## src/design/iirdf1_pkg.sv

```systemverilog
// ---------------------------------------------------------------------------
// iirdf1_pkg
// Shared types and constants for the direct-form I IIR filter.
// ---------------------------------------------------------------------------
package iirdf1_pkg;

  localparam int SAMPLE_W   = 16;
  localparam int COEFF_W    = 18;
  localparam int MUL_A_W    = 20;                  // multiplier sample-side operand
  localparam int PROD_W     = MUL_A_W + COEFF_W;
  localparam int ACC_W      = 37;                  // five Q.29 products
  localparam int SPLIT      = 19;                  // low slice of acc for scaling
  localparam int SCL_W      = 55;                  // acc * a0_recip
  localparam int RND_SHIFT  = 28;
  localparam int YQ_W       = SCL_W - RND_SHIFT;
  localparam int TAP_IDX_W  = 2;
  localparam int REG_IDX_W  = 3;
  localparam int APB_ADDR_W = 5;
  localparam int APB_DATA_W = 32;

  localparam logic signed [SCL_W-1:0] RND_HALF = SCL_W'(1) <<< (RND_SHIFT - 1);
  localparam logic signed [YQ_W-1:0]  SAT_HI   = YQ_W'(32'sd32767);
  localparam logic signed [YQ_W-1:0]  SAT_LO   = YQ_W'(-32'sd32768);

  localparam logic [REG_IDX_W-1:0] REG_B0  = 3'd0;
  localparam logic [REG_IDX_W-1:0] REG_B1  = 3'd1;
  localparam logic [REG_IDX_W-1:0] REG_B2  = 3'd2;
  localparam logic [REG_IDX_W-1:0] REG_A1  = 3'd3;
  localparam logic [REG_IDX_W-1:0] REG_A2  = 3'd4;
  localparam logic [REG_IDX_W-1:0] REG_A0R = 3'd5;

  localparam logic signed [COEFF_W-1:0] B0_RESET  = 18'sd16384;
  localparam logic signed [COEFF_W-1:0] A0R_RESET = 18'sd16384;

  typedef enum logic [2:0] {
    OP_NONE = 3'd0,
    OP_BU   = 3'd1,   // b0 * new sample, starts the sum
    OP_BX   = 3'd2,   // b_i * past input, added
    OP_AY   = 3'd3,   // a_i * past output, subtracted
    OP_SLO  = 3'd4,   // low slice of sum * a0_recip
    OP_SHI  = 3'd5    // high slice of sum * a0_recip
  } op_t;

  typedef struct packed {
    op_t                  op;
    logic [TAP_IDX_W-1:0] idx;
    logic                 load;
    logic                 commit;
  } dp_cmd_t;

  typedef struct packed {
    logic signed [COEFF_W-1:0] b0;
    logic signed [COEFF_W-1:0] b1;
    logic signed [COEFF_W-1:0] b2;
    logic signed [COEFF_W-1:0] a1;
    logic signed [COEFF_W-1:0] a2;
    logic signed [COEFF_W-1:0] a0r;
  } coeffs_t;

endpackage

```

## src/design/iirdf1_regs.sv

```systemverilog
// ---------------------------------------------------------------------------
// iirdf1_regs
// APB coefficient registers; writes outside the register list are dropped.
// ---------------------------------------------------------------------------
module iirdf1_regs (
  input  logic                                clk,
  input  logic                                rst_n,
  input  logic                                psel,
  input  logic                                penable,
  input  logic                                pwrite,
  input  logic [iirdf1_pkg::APB_ADDR_W-1:0]   paddr,
  input  logic [iirdf1_pkg::APB_DATA_W-1:0]   pwdata,
  output logic [iirdf1_pkg::APB_DATA_W-1:0]   prdata,
  output logic                                pready,
  output iirdf1_pkg::coeffs_t                 coeffs
);

  iirdf1_pkg::coeffs_t coeffs_r, coeffs_nxt;
  logic [iirdf1_pkg::REG_IDX_W-1:0] idx;
  logic signed [iirdf1_pkg::COEFF_W-1:0] wval;
  logic signed [iirdf1_pkg::COEFF_W-1:0] rval;
  logic wr_en;

  assign idx    = paddr[iirdf1_pkg::APB_ADDR_W-1:2];
  assign wval   = $signed(pwdata[iirdf1_pkg::COEFF_W-1:0]);
  assign wr_en  = psel & penable & pwrite;
  assign pready = 1'b1;

  always_comb begin
    coeffs_nxt = coeffs_r;
    if (wr_en) begin
      case (idx)
        iirdf1_pkg::REG_B0:  coeffs_nxt.b0  = wval;
        iirdf1_pkg::REG_B1:  coeffs_nxt.b1  = wval;
        iirdf1_pkg::REG_B2:  coeffs_nxt.b2  = wval;
        iirdf1_pkg::REG_A1:  coeffs_nxt.a1  = wval;
        iirdf1_pkg::REG_A2:  coeffs_nxt.a2  = wval;
        iirdf1_pkg::REG_A0R: coeffs_nxt.a0r = wval;
        default: ;
      endcase
    end
  end

  always_ff @(posedge clk) begin
    if (!rst_n) begin
      coeffs_r.b0  <= iirdf1_pkg::B0_RESET;
      coeffs_r.b1  <= '0;
      coeffs_r.b2  <= '0;
      coeffs_r.a1  <= '0;
      coeffs_r.a2  <= '0;
      coeffs_r.a0r <= iirdf1_pkg::A0R_RESET;
    end else begin
      coeffs_r <= coeffs_nxt;
    end
  end

  always_comb begin
    case (idx)
      iirdf1_pkg::REG_B0:  rval = coeffs_r.b0;
      iirdf1_pkg::REG_B1:  rval = coeffs_r.b1;
      iirdf1_pkg::REG_B2:  rval = coeffs_r.b2;
      iirdf1_pkg::REG_A1:  rval = coeffs_r.a1;
      iirdf1_pkg::REG_A2:  rval = coeffs_r.a2;
      iirdf1_pkg::REG_A0R: rval = coeffs_r.a0r;
      default:             rval = '0;
    endcase
  end

  assign prdata = iirdf1_pkg::APB_DATA_W'(rval);
  assign coeffs = coeffs_r;

endmodule

```

## src/design/iirdf1_dp.sv

```systemverilog
// ---------------------------------------------------------------------------
// iirdf1_dp
// Datapath: shared registered multiplier, accumulator, scaling, rounding,
// saturation, sample histories and the output register.
// ---------------------------------------------------------------------------
module iirdf1_dp #(
  parameter int FILTER_ORDER = 2
) (
  input  logic                                    clk,
  input  logic                                    rst_n,
  input  iirdf1_pkg::dp_cmd_t                     cmd,
  input  iirdf1_pkg::coeffs_t                     coeffs,
  input  logic signed [iirdf1_pkg::SAMPLE_W-1:0]  in_sample_in,
  output logic signed [iirdf1_pkg::SAMPLE_W-1:0]  out_sample_out,
  output logic                                    out_clipped
);

  localparam int H2 = (FILTER_ORDER >= 2) ? 1 : 0;

  logic signed [iirdf1_pkg::SAMPLE_W-1:0] u_r;
  logic signed [iirdf1_pkg::SAMPLE_W-1:0] x_r [FILTER_ORDER];
  logic signed [iirdf1_pkg::SAMPLE_W-1:0] y_r [FILTER_ORDER];
  logic signed [iirdf1_pkg::SAMPLE_W-1:0] hx, hy;

  logic signed [iirdf1_pkg::MUL_A_W-1:0] ma;
  logic signed [iirdf1_pkg::COEFF_W-1:0] mb;
  logic signed [iirdf1_pkg::PROD_W-1:0]  prod_r;
  iirdf1_pkg::op_t                       op_d_r;

  logic signed [iirdf1_pkg::ACC_W-1:0] acc_r, acc_nxt;
  logic signed [iirdf1_pkg::SCL_W-1:0] sc_r, sc_nxt;
  logic signed [iirdf1_pkg::SCL_W-1:0] rnd;
  logic signed [iirdf1_pkg::YQ_W-1:0]  yq;
  logic signed [iirdf1_pkg::SAMPLE_W-1:0] ysat;
  logic                                   clip;

  logic signed [iirdf1_pkg::SAMPLE_W-1:0] sample_out_r;
  logic                                   clipped_r;

  assign hx = (cmd.idx == 2'd1) ? x_r[0] : x_r[H2];
  assign hy = (cmd.idx == 2'd1) ? y_r[0] : y_r[H2];

  // operand select for the shared multiplier
  always_comb begin
    case (cmd.op)
      iirdf1_pkg::OP_BU: begin
        ma = iirdf1_pkg::MUL_A_W'(u_r);
        mb = coeffs.b0;
      end
      iirdf1_pkg::OP_BX: begin
        ma = iirdf1_pkg::MUL_A_W'(hx);
        mb = (cmd.idx == 2'd1) ? coeffs.b1 : coeffs.b2;
      end
      iirdf1_pkg::OP_AY: begin
        ma = iirdf1_pkg::MUL_A_W'(hy);
        mb = (cmd.idx == 2'd1) ? coeffs.a1 : coeffs.a2;
      end
      iirdf1_pkg::OP_SLO: begin
        ma = $signed({1'b0, acc_r[iirdf1_pkg::SPLIT-1:0]});
        mb = coeffs.a0r;
      end
      iirdf1_pkg::OP_SHI: begin
        ma = iirdf1_pkg::MUL_A_W'($signed(acc_r[iirdf1_pkg::ACC_W-1:iirdf1_pkg::SPLIT]));
        mb = coeffs.a0r;
      end
      default: begin
        ma = '0;
        mb = '0;
      end
    endcase
  end

  always_ff @(posedge clk) begin
    prod_r <= ma * mb;
  end

  always_ff @(posedge clk) begin
    if (!rst_n) begin
      op_d_r <= iirdf1_pkg::OP_NONE;
    end else begin
      op_d_r <= cmd.op;
    end
  end

  // products are registered and land in the cycle after issue
  always_comb begin
    acc_nxt = acc_r;
    sc_nxt  = sc_r;
    case (op_d_r)
      iirdf1_pkg::OP_BU:  acc_nxt = iirdf1_pkg::ACC_W'(prod_r);
      iirdf1_pkg::OP_BX:  acc_nxt = acc_r + iirdf1_pkg::ACC_W'(prod_r);
      iirdf1_pkg::OP_AY:  acc_nxt = acc_r - iirdf1_pkg::ACC_W'(prod_r);
      iirdf1_pkg::OP_SLO: sc_nxt  = iirdf1_pkg::SCL_W'(prod_r);
      iirdf1_pkg::OP_SHI: sc_nxt  = sc_r + (iirdf1_pkg::SCL_W'(prod_r) <<< iirdf1_pkg::SPLIT);
      default: ;
    endcase
  end

  always_ff @(posedge clk) begin
    acc_r <= acc_nxt;
    sc_r  <= sc_nxt;
  end

  // round half up, then clamp to Q1.15
  assign rnd = sc_r + iirdf1_pkg::RND_HALF;
  assign yq  = $signed(rnd[iirdf1_pkg::SCL_W-1:iirdf1_pkg::RND_SHIFT]);

  always_comb begin
    if (yq > iirdf1_pkg::SAT_HI) begin
      ysat = iirdf1_pkg::SAMPLE_W'(iirdf1_pkg::SAT_HI);
      clip = 1'b1;
    end else if (yq < iirdf1_pkg::SAT_LO) begin
      ysat = iirdf1_pkg::SAMPLE_W'(iirdf1_pkg::SAT_LO);
      clip = 1'b1;
    end else begin
      ysat = iirdf1_pkg::SAMPLE_W'(yq);
      clip = 1'b0;
    end
  end

  always_ff @(posedge clk) begin
    if (cmd.load) begin
      u_r <= in_sample_in;
    end
    if (cmd.commit) begin
      sample_out_r <= ysat;
      clipped_r    <= clip;
    end
  end

  always_ff @(posedge clk) begin
    if (!rst_n) begin
      for (int i = 0; i < FILTER_ORDER; i++) begin
        x_r[i] <= '0;
        y_r[i] <= '0;
      end
    end else if (cmd.commit) begin
      x_r[0] <= u_r;
      y_r[0] <= ysat;
      for (int i = 1; i < FILTER_ORDER; i++) begin
        x_r[i] <= x_r[i-1];
        y_r[i] <= y_r[i-1];
      end
    end
  end

  assign out_sample_out = sample_out_r;
  assign out_clipped    = clipped_r;

endmodule

```

## src/design/iirdf1_ctrl.sv

```systemverilog
// ---------------------------------------------------------------------------
// iirdf1_ctrl
// Sequencer: steps the datapath through the taps and the scaling, and owns
// the channel handshakes.
// ---------------------------------------------------------------------------
module iirdf1_ctrl #(
  parameter int FILTER_ORDER = 2
) (
  input  logic                 clk,
  input  logic                 rst_n,
  input  logic                 in_valid,
  output logic                 in_ready,
  output logic                 out_valid,
  input  logic                 out_ready,
  output iirdf1_pkg::dp_cmd_t  cmd
);

  // taps beyond the second carry no coefficient and are skipped
  localparam int NB    = (FILTER_ORDER < 2) ? FILTER_ORDER : 2;
  localparam int NTAPS = 1 + 2 * NB;
  localparam int CNT_W = $clog2(NTAPS);
  localparam logic [CNT_W-1:0] LAST = CNT_W'(NTAPS - 1);
  localparam logic [CNT_W-1:0] NB_C = CNT_W'(NB);

  typedef enum logic [6:0] {
    S_IDLE   = 7'b0000001,
    S_TAP    = 7'b0000010,
    S_WAIT   = 7'b0000100,
    S_SCL_LO = 7'b0001000,
    S_SCL_HI = 7'b0010000,
    S_ADD_HI = 7'b0100000,
    S_FINISH = 7'b1000000
  } state_t;

  state_t           state_r, state_nxt;
  logic [CNT_W-1:0] cnt_r, cnt_nxt;
  logic             out_valid_r, out_valid_nxt;
  logic             accept;
  logic             commit;

  assign in_ready = (state_r == S_IDLE);
  assign accept   = in_valid & in_ready;
  assign commit   = (state_r == S_FINISH) && (!out_valid_r || out_ready);

  always_comb begin
    state_nxt = state_r;
    cnt_nxt   = cnt_r;
    cmd.op    = iirdf1_pkg::OP_NONE;
    cmd.idx   = '0;
    cmd.load  = accept;
    cmd.commit = commit;
    case (state_r)
      S_IDLE: begin
        if (accept) begin
          state_nxt = S_TAP;
          cnt_nxt   = '0;
        end
      end
      S_TAP: begin
        if (cnt_r == '0) begin
          cmd.op = iirdf1_pkg::OP_BU;
        end else if (cnt_r <= NB_C) begin
          cmd.op  = iirdf1_pkg::OP_BX;
          cmd.idx = iirdf1_pkg::TAP_IDX_W'(cnt_r);
        end else begin
          cmd.op  = iirdf1_pkg::OP_AY;
          cmd.idx = iirdf1_pkg::TAP_IDX_W'(cnt_r - NB_C);
        end
        if (cnt_r == LAST) begin
          state_nxt = S_WAIT;
        end else begin
          cnt_nxt = cnt_r + CNT_W'(1);
        end
      end
      S_WAIT:   state_nxt = S_SCL_LO;   // last tap lands in the sum
      S_SCL_LO: begin
        cmd.op    = iirdf1_pkg::OP_SLO;
        state_nxt = S_SCL_HI;
      end
      S_SCL_HI: begin
        cmd.op    = iirdf1_pkg::OP_SHI;
        state_nxt = S_ADD_HI;
      end
      S_ADD_HI: state_nxt = S_FINISH;
      S_FINISH: begin
        if (commit) begin
          state_nxt = S_IDLE;
        end
      end
      default: state_nxt = S_IDLE;
    endcase
  end

  always_comb begin
    if (commit) begin
      out_valid_nxt = 1'b1;
    end else if (out_ready) begin
      out_valid_nxt = 1'b0;
    end else begin
      out_valid_nxt = out_valid_r;
    end
  end

  always_ff @(posedge clk) begin
    if (!rst_n) begin
      state_r     <= S_IDLE;
      cnt_r       <= '0;
      out_valid_r <= 1'b0;
    end else begin
      state_r     <= state_nxt;
      cnt_r       <= cnt_nxt;
      out_valid_r <= out_valid_nxt;
    end
  end

  assign out_valid = out_valid_r;

`ifndef SYNTH
  a_hold_result: assert property (@(posedge clk) disable iff (!rst_n)
    (out_valid_r && !out_ready && state_r != S_FINISH) |=> out_valid_r)
    else $error("pending result dropped");

  a_commit_shows: assert property (@(posedge clk) disable iff (!rst_n)
    commit |=> (out_valid_r && state_r == S_IDLE))
    else $error("committed result not presented");

  a_accept_starts: assert property (@(posedge clk) disable iff (!rst_n)
    accept |=> (state_r == S_TAP && cnt_r == '0))
    else $error("accepted item did not start the tap sequence");

  a_finish_blocked: assert property (@(posedge clk) disable iff (!rst_n)
    (state_r == S_FINISH && out_valid_r && !out_ready) |=> state_r == S_FINISH)
    else $error("result overwritten while receiver stalls");
`endif

endmodule

```

## src/design/iir_direct_form_one_filter.sv

```systemverilog
// ---------------------------------------------------------------------------
// iir_direct_form_one_filter
// Direct-form I IIR filter, Q1.15 samples, Q4.14 coefficients.
// ---------------------------------------------------------------------------
// Usage:
//   Input channel in_valid/in_ready carries one Q1.15 sample per item; the
//   result channel out_valid/out_ready returns the filtered, saturated sample
//   and a clip flag, one result per item, in order.
//   Coefficients b0..b2, a1, a2 and the reciprocal of a0 sit on the APB port
//   at byte addresses 0x00..0x14; write them only while the filter is idle.
//   One multiplier is shared by all taps and by the two-slice scaling of the
//   sum, so a new item is accepted only in the idle state, once the taps,
//   the scaling and the commit of the previous item are done.
//   The result shows on out_valid when it is committed, after the taps, the
//   two scaling slices and the rounding and saturation of the sum.
//   Reset (rst_n low, synchronous) clears both sample histories, loads the
//   coefficient reset values and empties the output register.
//   The output register holds one result; a new item is taken while it waits,
//   but the next result is held back until the receiver takes the old one.
// ---------------------------------------------------------------------------
module iir_direct_form_one_filter #(
  parameter int FILTER_ORDER = 2
) (
  input  logic                                    clk,
  input  logic                                    rst_n,
  input  logic                                    in_valid,
  output logic                                    in_ready,
  input  logic signed [iirdf1_pkg::SAMPLE_W-1:0]  in_sample_in,
  output logic                                    out_valid,
  input  logic                                    out_ready,
  output logic signed [iirdf1_pkg::SAMPLE_W-1:0]  out_sample_out,
  output logic                                    out_clipped,
  input  logic                                    psel,
  input  logic                                    penable,
  input  logic                                    pwrite,
  input  logic [iirdf1_pkg::APB_ADDR_W-1:0]       paddr,
  input  logic [iirdf1_pkg::APB_DATA_W-1:0]       pwdata,
  output logic [iirdf1_pkg::APB_DATA_W-1:0]       prdata,
  output logic                                    pready
);

  iirdf1_pkg::coeffs_t coeffs;
  iirdf1_pkg::dp_cmd_t cmd;

  iirdf1_regs u_regs (
    .clk     (clk),
    .rst_n   (rst_n),
    .psel    (psel),
    .penable (penable),
    .pwrite  (pwrite),
    .paddr   (paddr),
    .pwdata  (pwdata),
    .prdata  (prdata),
    .pready  (pready),
    .coeffs  (coeffs)
  );

  iirdf1_ctrl #(
    .FILTER_ORDER (FILTER_ORDER)
  ) u_ctrl (
    .clk       (clk),
    .rst_n     (rst_n),
    .in_valid  (in_valid),
    .in_ready  (in_ready),
    .out_valid (out_valid),
    .out_ready (out_ready),
    .cmd       (cmd)
  );

  iirdf1_dp #(
    .FILTER_ORDER (FILTER_ORDER)
  ) u_dp (
    .clk            (clk),
    .rst_n          (rst_n),
    .cmd            (cmd),
    .coeffs         (coeffs),
    .in_sample_in   (in_sample_in),
    .out_sample_out (out_sample_out),
    .out_clipped    (out_clipped)
  );

endmodule
```

## config.mk

```make
export PLATFORM = sky130hd
export DESIGN_NAME = iir_direct_form_one_filter
export DESIGN_NICKNAME = d
export VERILOG_FILES = /design/src/design/iirdf1_pkg.sv /design/src/design/iirdf1_regs.sv /design/src/design/iirdf1_dp.sv /design/src/design/iirdf1_ctrl.sv /design/src/design/iir_direct_form_one_filter.sv
export SDC_FILE = /design/constraint.sdc
export NUM_CORES = 2
export LEC_CHECK = 0
export BUFFER_PORTS_ARGS = -buffer_cell sky130_fd_sc_hd__buf_2
export CAP_MARGIN = 20
export CORE_ASPECT_RATIO = 1.5
export CORE_MARGIN = 2
export CORE_UTILIZATION = 35
export DETAILED_ROUTE_END_ITERATION = 16
export PLACE_DENSITY_LB_ADDON = 0.2
export SETUP_SLACK_MARGIN = 0.05
export SLEW_MARGIN = 15
export SYNTH_ARGS = -nofsm -noshare
export SYNTH_HDL_FRONTEND = slang
export SYNTH_HIERARCHICAL = 1
export SYNTH_SLANG_ARGS = --single-unit
export TNS_END_PERCENT = 100
```

## constraint.sdc

```tcl
create_clock -name clk -period 25.5 [get_ports clk]
set_input_delay 1.275 -clock clk [delete_from_list [all_inputs] [get_ports clk]]
set_output_delay 1.275 -clock clk [all_outputs]
set_load 0.02 [all_outputs]
```

### Word level (Yosys, flattened, before mapping)

Memories as Yosys holds them, arrays and structs flattened.
Index checks and enable logic that the tools add are counted.

| storage, ports and cells | value |
|---|---|
| memory bits (read-only) | 0 |
| register bits | 285 |
| input port bits | 60 |
| RAM bits | 64 |
| memories | 2 |
| latch bits | 0 |
| output and inout bits | 52 |
| logic and storage cells | 115 |

| operators by class | value |
|---|---|
| reduce and logical (&&, ||, !) cells | 18 |
| equal/unequal tests | 28 |
| div/mod/pow operators | 0 |
| $lt $le $gt $ge | 3 |
| $mul | 1 |
| bitwise operators | 7 |
| shifts and indexed selects | 0 |
| $add $sub $neg | 6 |
| muxes and demuxes | 34 |

Memory list:

| memory | depth | bits a word | read ports | clocked after Yosys merged registers in | write ports | line | source |
|---|---|---|---|---|---|---|---|
| u_dp.x_r | 2 | 16 | 2 | 0 | 2 | iirdf1_dp.sv:21 | `logic signed [iirdf1_pkg::SAMPLE_W-1:0] x_r [FILTER_ORDER];` |
| u_dp.y_r | 2 | 16 | 2 | 0 | 2 | iirdf1_dp.sv:22 | `logic signed [iirdf1_pkg::SAMPLE_W-1:0] y_r [FILTER_ORDER];` |

Operators with widths:

| operator | count |
|---|---|
| $mux 16 | 8 |
| $pmux 37 s3 | 1 |
| $pmux 55 s2 | 1 |
| $pmux 18 s6 | 1 |
| $pmux 20 s5 | 1 |
| $pmux 18 s4 | 1 |
| $add 55x29->55 const B | 1 |
| $add 55x55->55 | 1 |
| $pmux 7 s7 | 1 |
| $mul 20x18->38 | 1 |
| $add 37x37->37 | 1 |
| $sub 37x37->37 | 1 |
| $mux 18 | 2 |
| $gt 27x16->1 const B | 1 |
| $lt 27x16->1 const B | 1 |
| $eq 3x3->1 const B | 7 |
| $mux 7 | 3 |
| $eq 3x2->1 const B | 6 |
| $reduce_and 2->1 | 6 |
| $eq 3x1->1 const B | 3 |
| $mux 3 | 3 |
| $pmux 3 s3 | 1 |
| $eq 7x1->1 const B | 1 |
| $eq 7x2->1 const B | 1 |
| 24 further kinds | 43 |

### Depth between registers and ports, before layout

| logic depth | value |
|---|---|
| depth in word-level cells | 8 |
| gate-level depth with buffers | 38 |
| mapped depth without buffers | 34 |

### Cells and area by module

The synthesis kept the hierarchy.

By module, submodules not included:

| module | area an instance (µm²) | cells each | sequential area each (µm²) | instances |
|---|---|---|---|---|
| iirdf1_dp | 27430.1 | 3052 | 5925.7 | 1 |
| iirdf1_regs | 4944.7 | 501 | 2162.1 | 1 |
| iirdf1_ctrl | 739.5 | 93 | 220.2 | 1 |

### Worst setup path before layout

Ideal clock, no wire load.

| timing path | value |
|---|---|
| path type | flip-flop to flip-flop |
| from | reg u_ctrl.state_r[3] |
| to | reg u_dp/prod_r[35] (netlist name) |
| stages on the path, launching flop included | 36 |
| buffers on the path | 7 |
| period minus slack after synthesis | 8575 ps |
| arrival | 8423 ps |
| required time | 25348 ps |
| setup time | 152 ps |
| slack | 16925 ps |
| path through | dfxtp_1 buf_4 nor4_4 nand3_1 a21oi_1 and2_1 nor2b_1 clkbuf_1 buf_2 buf_2 buf_1 mux2i_1 o22ai_1 or2_2 clkbuf_1 nand2_1 fa_1 inv_1 fa_1 inv_1 fa_1 inv_1 fa_1 fa_1 inv_1 fa_1 inv_1 ha_1 clkbuf_1 nand3_1 o211ai_1 or4b_1 a21oi_1 o21bai_1 a21oi_1 o311ai_0 |

RTL lines:

| element | line | source |
|---|---|---|
| start, declared | iirdf1_ctrl.sv:35 | `state_t state_r, state_nxt;` |
| start signal, assigned | iirdf1_ctrl.sv:110 | `state_r <= state_nxt;` |
| end signal, assigned | iirdf1_dp.sv:74 | `prod_r <= ma * mb;` |
| end, declared | iirdf1_dp.sv:27 | `logic signed [iirdf1_pkg::PROD_W-1:0] prod_r;` |

==> metrics.csv <==
stage,metric,value,unit
die,die area,0.0971,sq mm
worst_setup_path,slowest CP cell,a22oi_1,
worst_setup_path,CP Data Required Time,25910,ps
sta,Hold WS,467,ps
worst_setup_path,"slowest stage delay, CP",670,ps
sta,Total Neg Setup Slack,0,ps
clocking,CTS tree,built,
grt,first-pass GRT wire length,156,mm
power_and_ir_drop,leakage power,15.7,nW
route,final WL,98.6,mm
die,IO Pins,112,
clocking,clk root buf,clkbuf_16,
route,antenna-violating nets left,0,
route,total number of vias,25317,
route,Iteration-0 DRC Markers,1384,
placement,post-detail-place hpwl,75.9,mm
power_and_ir_drop,sw frac,26.6,%
finish,Filler cells,9527,
worst_setup_path,CP Max Fanout,40,
die,Die X,255,um
sta,Tcrit/Tclk final,41.2,%
yosys,synthesized cell area,0.0331,sq mm
route,drt wl/cell,20.0,um
die,placeable core area,0.0941,sq mm
route,DRC violations left,0,
yosys,Unique masters post-synth,85,
sta,Tmin final,10510,ps
yosys,Synth Flop Type,edfxtp_1,
yosys,"EDFF count, synth",170,
worst_setup_path,Crit Reg-Reg Startpoint,u_ctrl/state_r[2]$_SDFFE_PN0P_,
power_and_ir_drop,Worst VDD drop,0.0388,mV
die,die height,381,um
grt,pin count of the biggest net entering global routing,78,
clocking,CTS Buffer Depth,3,
worst_setup_path,R2R Setup Slk,14990,ps
die,Starting Density,35.2,%
finish,layout net count,4241,
placement,placed cell area,0.0348,sq mm
sta,Tightest Pin Transition,1120,ps
worst_setup_path,CP Launch Type,register,
power_and_ir_drop,PD cells,35.4,mW/mm^2
clocking,clk sinks,330,
sta,max-slew violation count,0,
power_and_ir_drop,total power,1.27,mW
clocking,H-tree Lvls,2,
route,drt first pass iters,5,
run_status,status,"finished, final reports clean",
power_and_ir_drop,cell internal pwr,935,uW
die,cell row count,138,
yosys,Ys Warns,6,
power_and_ir_drop,clock power share,44.7,%
yosys,Async SR Flop Fraction,0,%
worst_setup_path,reg-to-reg endpoint,u_dp/prod_r[35]$_DFF_P_,
finish,layout cells sized above 1,8.98,%
yosys,"Seq/Total Area, Yosys",25.1,%
sta,Clock Skew,26.9,ps
hold_path,min-delay worst type,register to register,
clocking,Worst-Skew Late Latency,590,ps
hold_path,hold_sp,u_regs/coeffs[86]$_SDFFE_PN0P_,
hold_path,Worst Hold Endpoint,u_regs/coeffs[86]$_SDFFE_PN0P_,
worst_setup_path,WP data arrival,10910,ps
sta,Slew headroom,23.6,%
yosys,Cells after Synth,3646,
placement,final RePlAce weighted congestion,0.842,
clocking,clock transition at the registers of the reported paths,60,ps
sta,Fmax,95.2,MHz
worst_setup_path,Crit Path Category,register to register,
flow_run,Max Cap Viol,0,
grt,initial antenna violation count,1,
grt,Tot GR Track Use,20.8,%
clocking,# resized after CTS,0,
sta,final setup vio count,0,
worst_setup_path,CP endpoint kind,register,
sta,RSZ-0062 raised after global routing,false,
route,mean number of vias per cell,5.13,
worst_setup_path,"most used cell, CP",fa_1,
grt,GRT overflow,0,
power_and_ir_drop,Sequential Power Share,45.5,%
power_and_ir_drop,logic gate share of total power,9.8,%
sta,Final Hold Vio Count,0,
yosys,syn nets,4242,
finish,P&R area growth vs syn,8.90,%
power_and_ir_drop,Switch Pwr,340,uW
grt,vias in the first global route,26560,
clocking,cts bufs inserted,38,
yosys,"Avg Cell Area, Syn",9.08,sq um
finish,Final Instance Area,0.0361,sq mm
clocking,Setup Buffers After CTS,0,
finish,final core occ,38.3,%
hold_path,cell count of the worst hold path,2,
placement,Port Buffer Count,94,
clocking,"Hold-fix buffers, CTS",0,
worst_setup_path,worst r2r path cells,31,
yosys,register bit total from synthesis,330,
==> worst max-delay path by stage <==
stage                                   start                 endpoint  cells past startpoint
6_report       u_ctrl/state_r[2]$_SDFFE_PN0P_  u_dp/prod_r[35]$_DFF_P_                     31
3_3_place_gp   u_ctrl/state_r[2]$_SDFFE_PN0P_  u_dp/prod_r[35]$_DFF_P_                     31
4_1_cts        u_ctrl/state_r[2]$_SDFFE_PN0P_  u_dp/prod_r[35]$_DFF_P_                     31
5_1_grt          u_ctrl/cnt_r[1]$_SDFFE_PN0P_  u_dp/prod_r[35]$_DFF_P_                     32
3_5_place_dp   u_ctrl/state_r[2]$_SDFFE_PN0P_  u_dp/prod_r[35]$_DFF_P_                     31
2_1_floorplan  u_ctrl/state_r[3]$_SDFFE_PN0P_  u_dp/prod_r[35]$_DFF_P_                     35
==> kinds of logic after synthesis <==
family | after synthesis | share of synthesized area (%)
AND/OR/NAND/NOR | 1146 | 16.1
AO/OA/AOI/OAI | 563 | 10.9
other | 1 | 0.0113
buffers and inverters | 693 | 8.29
adder cells (fa/ha/maj) | 536 | 28.5
flip-flops | 330 | 25.1
XOR/XNOR | 143 | 3.78
multiplexers | 234 | 7.37
==> sequential cells by signal (all words and copies together), names as in the netlist <==
name                 count
u_dp/out_sample_out     16
u_dp/x_r                32
u_dp/y_r                32
u_ctrl/cnt_r             3
u_ctrl/out_valid         1
u_dp/out_clipped         1
u_ctrl/state_r           7
u_dp/u_r                16
u_dp/op_d_r              3
u_dp/sc_r               36
u_regs/coeffs          108
u_dp/prod_r             38
u_dp/acc_r              37
==> cell usage after synthesis (all sizes together), types with 17 or more instances <==
library cell,count,area [sq um]
dfxtp,160,3200
mux2,58,653
o21ai,131,656
a21oi,146,731
nor2,368,1440
xor2,56,490
o21a,19,143
clkbuf,122,458
ha,173,2160
nor3,34,175
a21o,46,345
mux2i,174,1740
buf,60,368
edfxtp,170,5100
and3,59,369
a211oi,17,128
and2,19,119
xnor2,87,762
fa,363,7270
nand2b,48,308
inv,511,1920
nand3,32,160
nand2,430,1610
a22oi,44,330
nor2b,30,188
or2,27,169
o22ai,20,125
==> through the flow <==
step / cells / setup slack [ps]
after floorplan: 3646 / 16920
after global routing: 4935 / 14340
after CTS: 4933 / 14150
after detailed placement: 4864 / 14200
final: 4936 / 14990
after global placement: 4864 / 14280
==> cell usage in the layout (no fill, tap or decap), drive strengths merged, types with 131 or more instances in the layout <==
cell type | synthesis | final
nand2 | 430 | 430
dfxtp | 160 | 160
a21oi | 146 | 146
buf | 60 | 141
o21ai | 131 | 131
ha | 173 | 173
nor2 | 368 | 368
inv | 511 | 513
edfxtp | 170 | 170
mux2i | 174 | 174
fa | 363 | 363
==> power groups by stage <==
stage	logic, mW	clock network (mW)	registers [mW]
after global placement	0.126	0	0.592
after floorplan	0.0853	0	0.583
final	0.125	0.570	0.580
after global routing	0.137	0.606	0.581
after CTS	0.126	0.587	0.580
after detailed placement	0.126	0	0.592
==> layout make-up <==
cell class / instances / area [sq um] / share of cell area (%)
Sequential cell: 330 / 8310 / 23.0
Tap cell: 1260 / 1580 / 4.37
Clock inverter: 18 / 223 / 0.618
Inverter: 511 / 1920 / 5.32
Clock buffer: 51 / 1030 / 2.86
Multi-Input combinational cell: 2623 / 22200 / 61.4
Timing Repair Buffer: 141 / 842 / 2.34
Antenna cell: 2 / 5.00 / 0.0139
==> worst max-delay path, delay by kind of cell, from the launching register on <==
| kind | cells | cell delay (ps) |
|---|---|---|
| AO/OA/AOI/OAI | 9 | 2730 |
| adder cells (fa/ha/maj) | 7 | 3490 |
| AND/OR/NAND/NOR | 8 | 2150 |
| flip-flops | 1 | 400 |
| multiplexers | 1 | 410 |
| buffers and inverters | 6 | 1110 |
==> layer usage <==
layer | GRT usage, % | share of wire [%]
met5 | 0 | 0
met4 | 8.15 | 4.3
met3 | 1.95 | 2.8
met2 | 39.4 | 54
met1 | 23.6 | 39
Power figures use the tool's default switching activity.
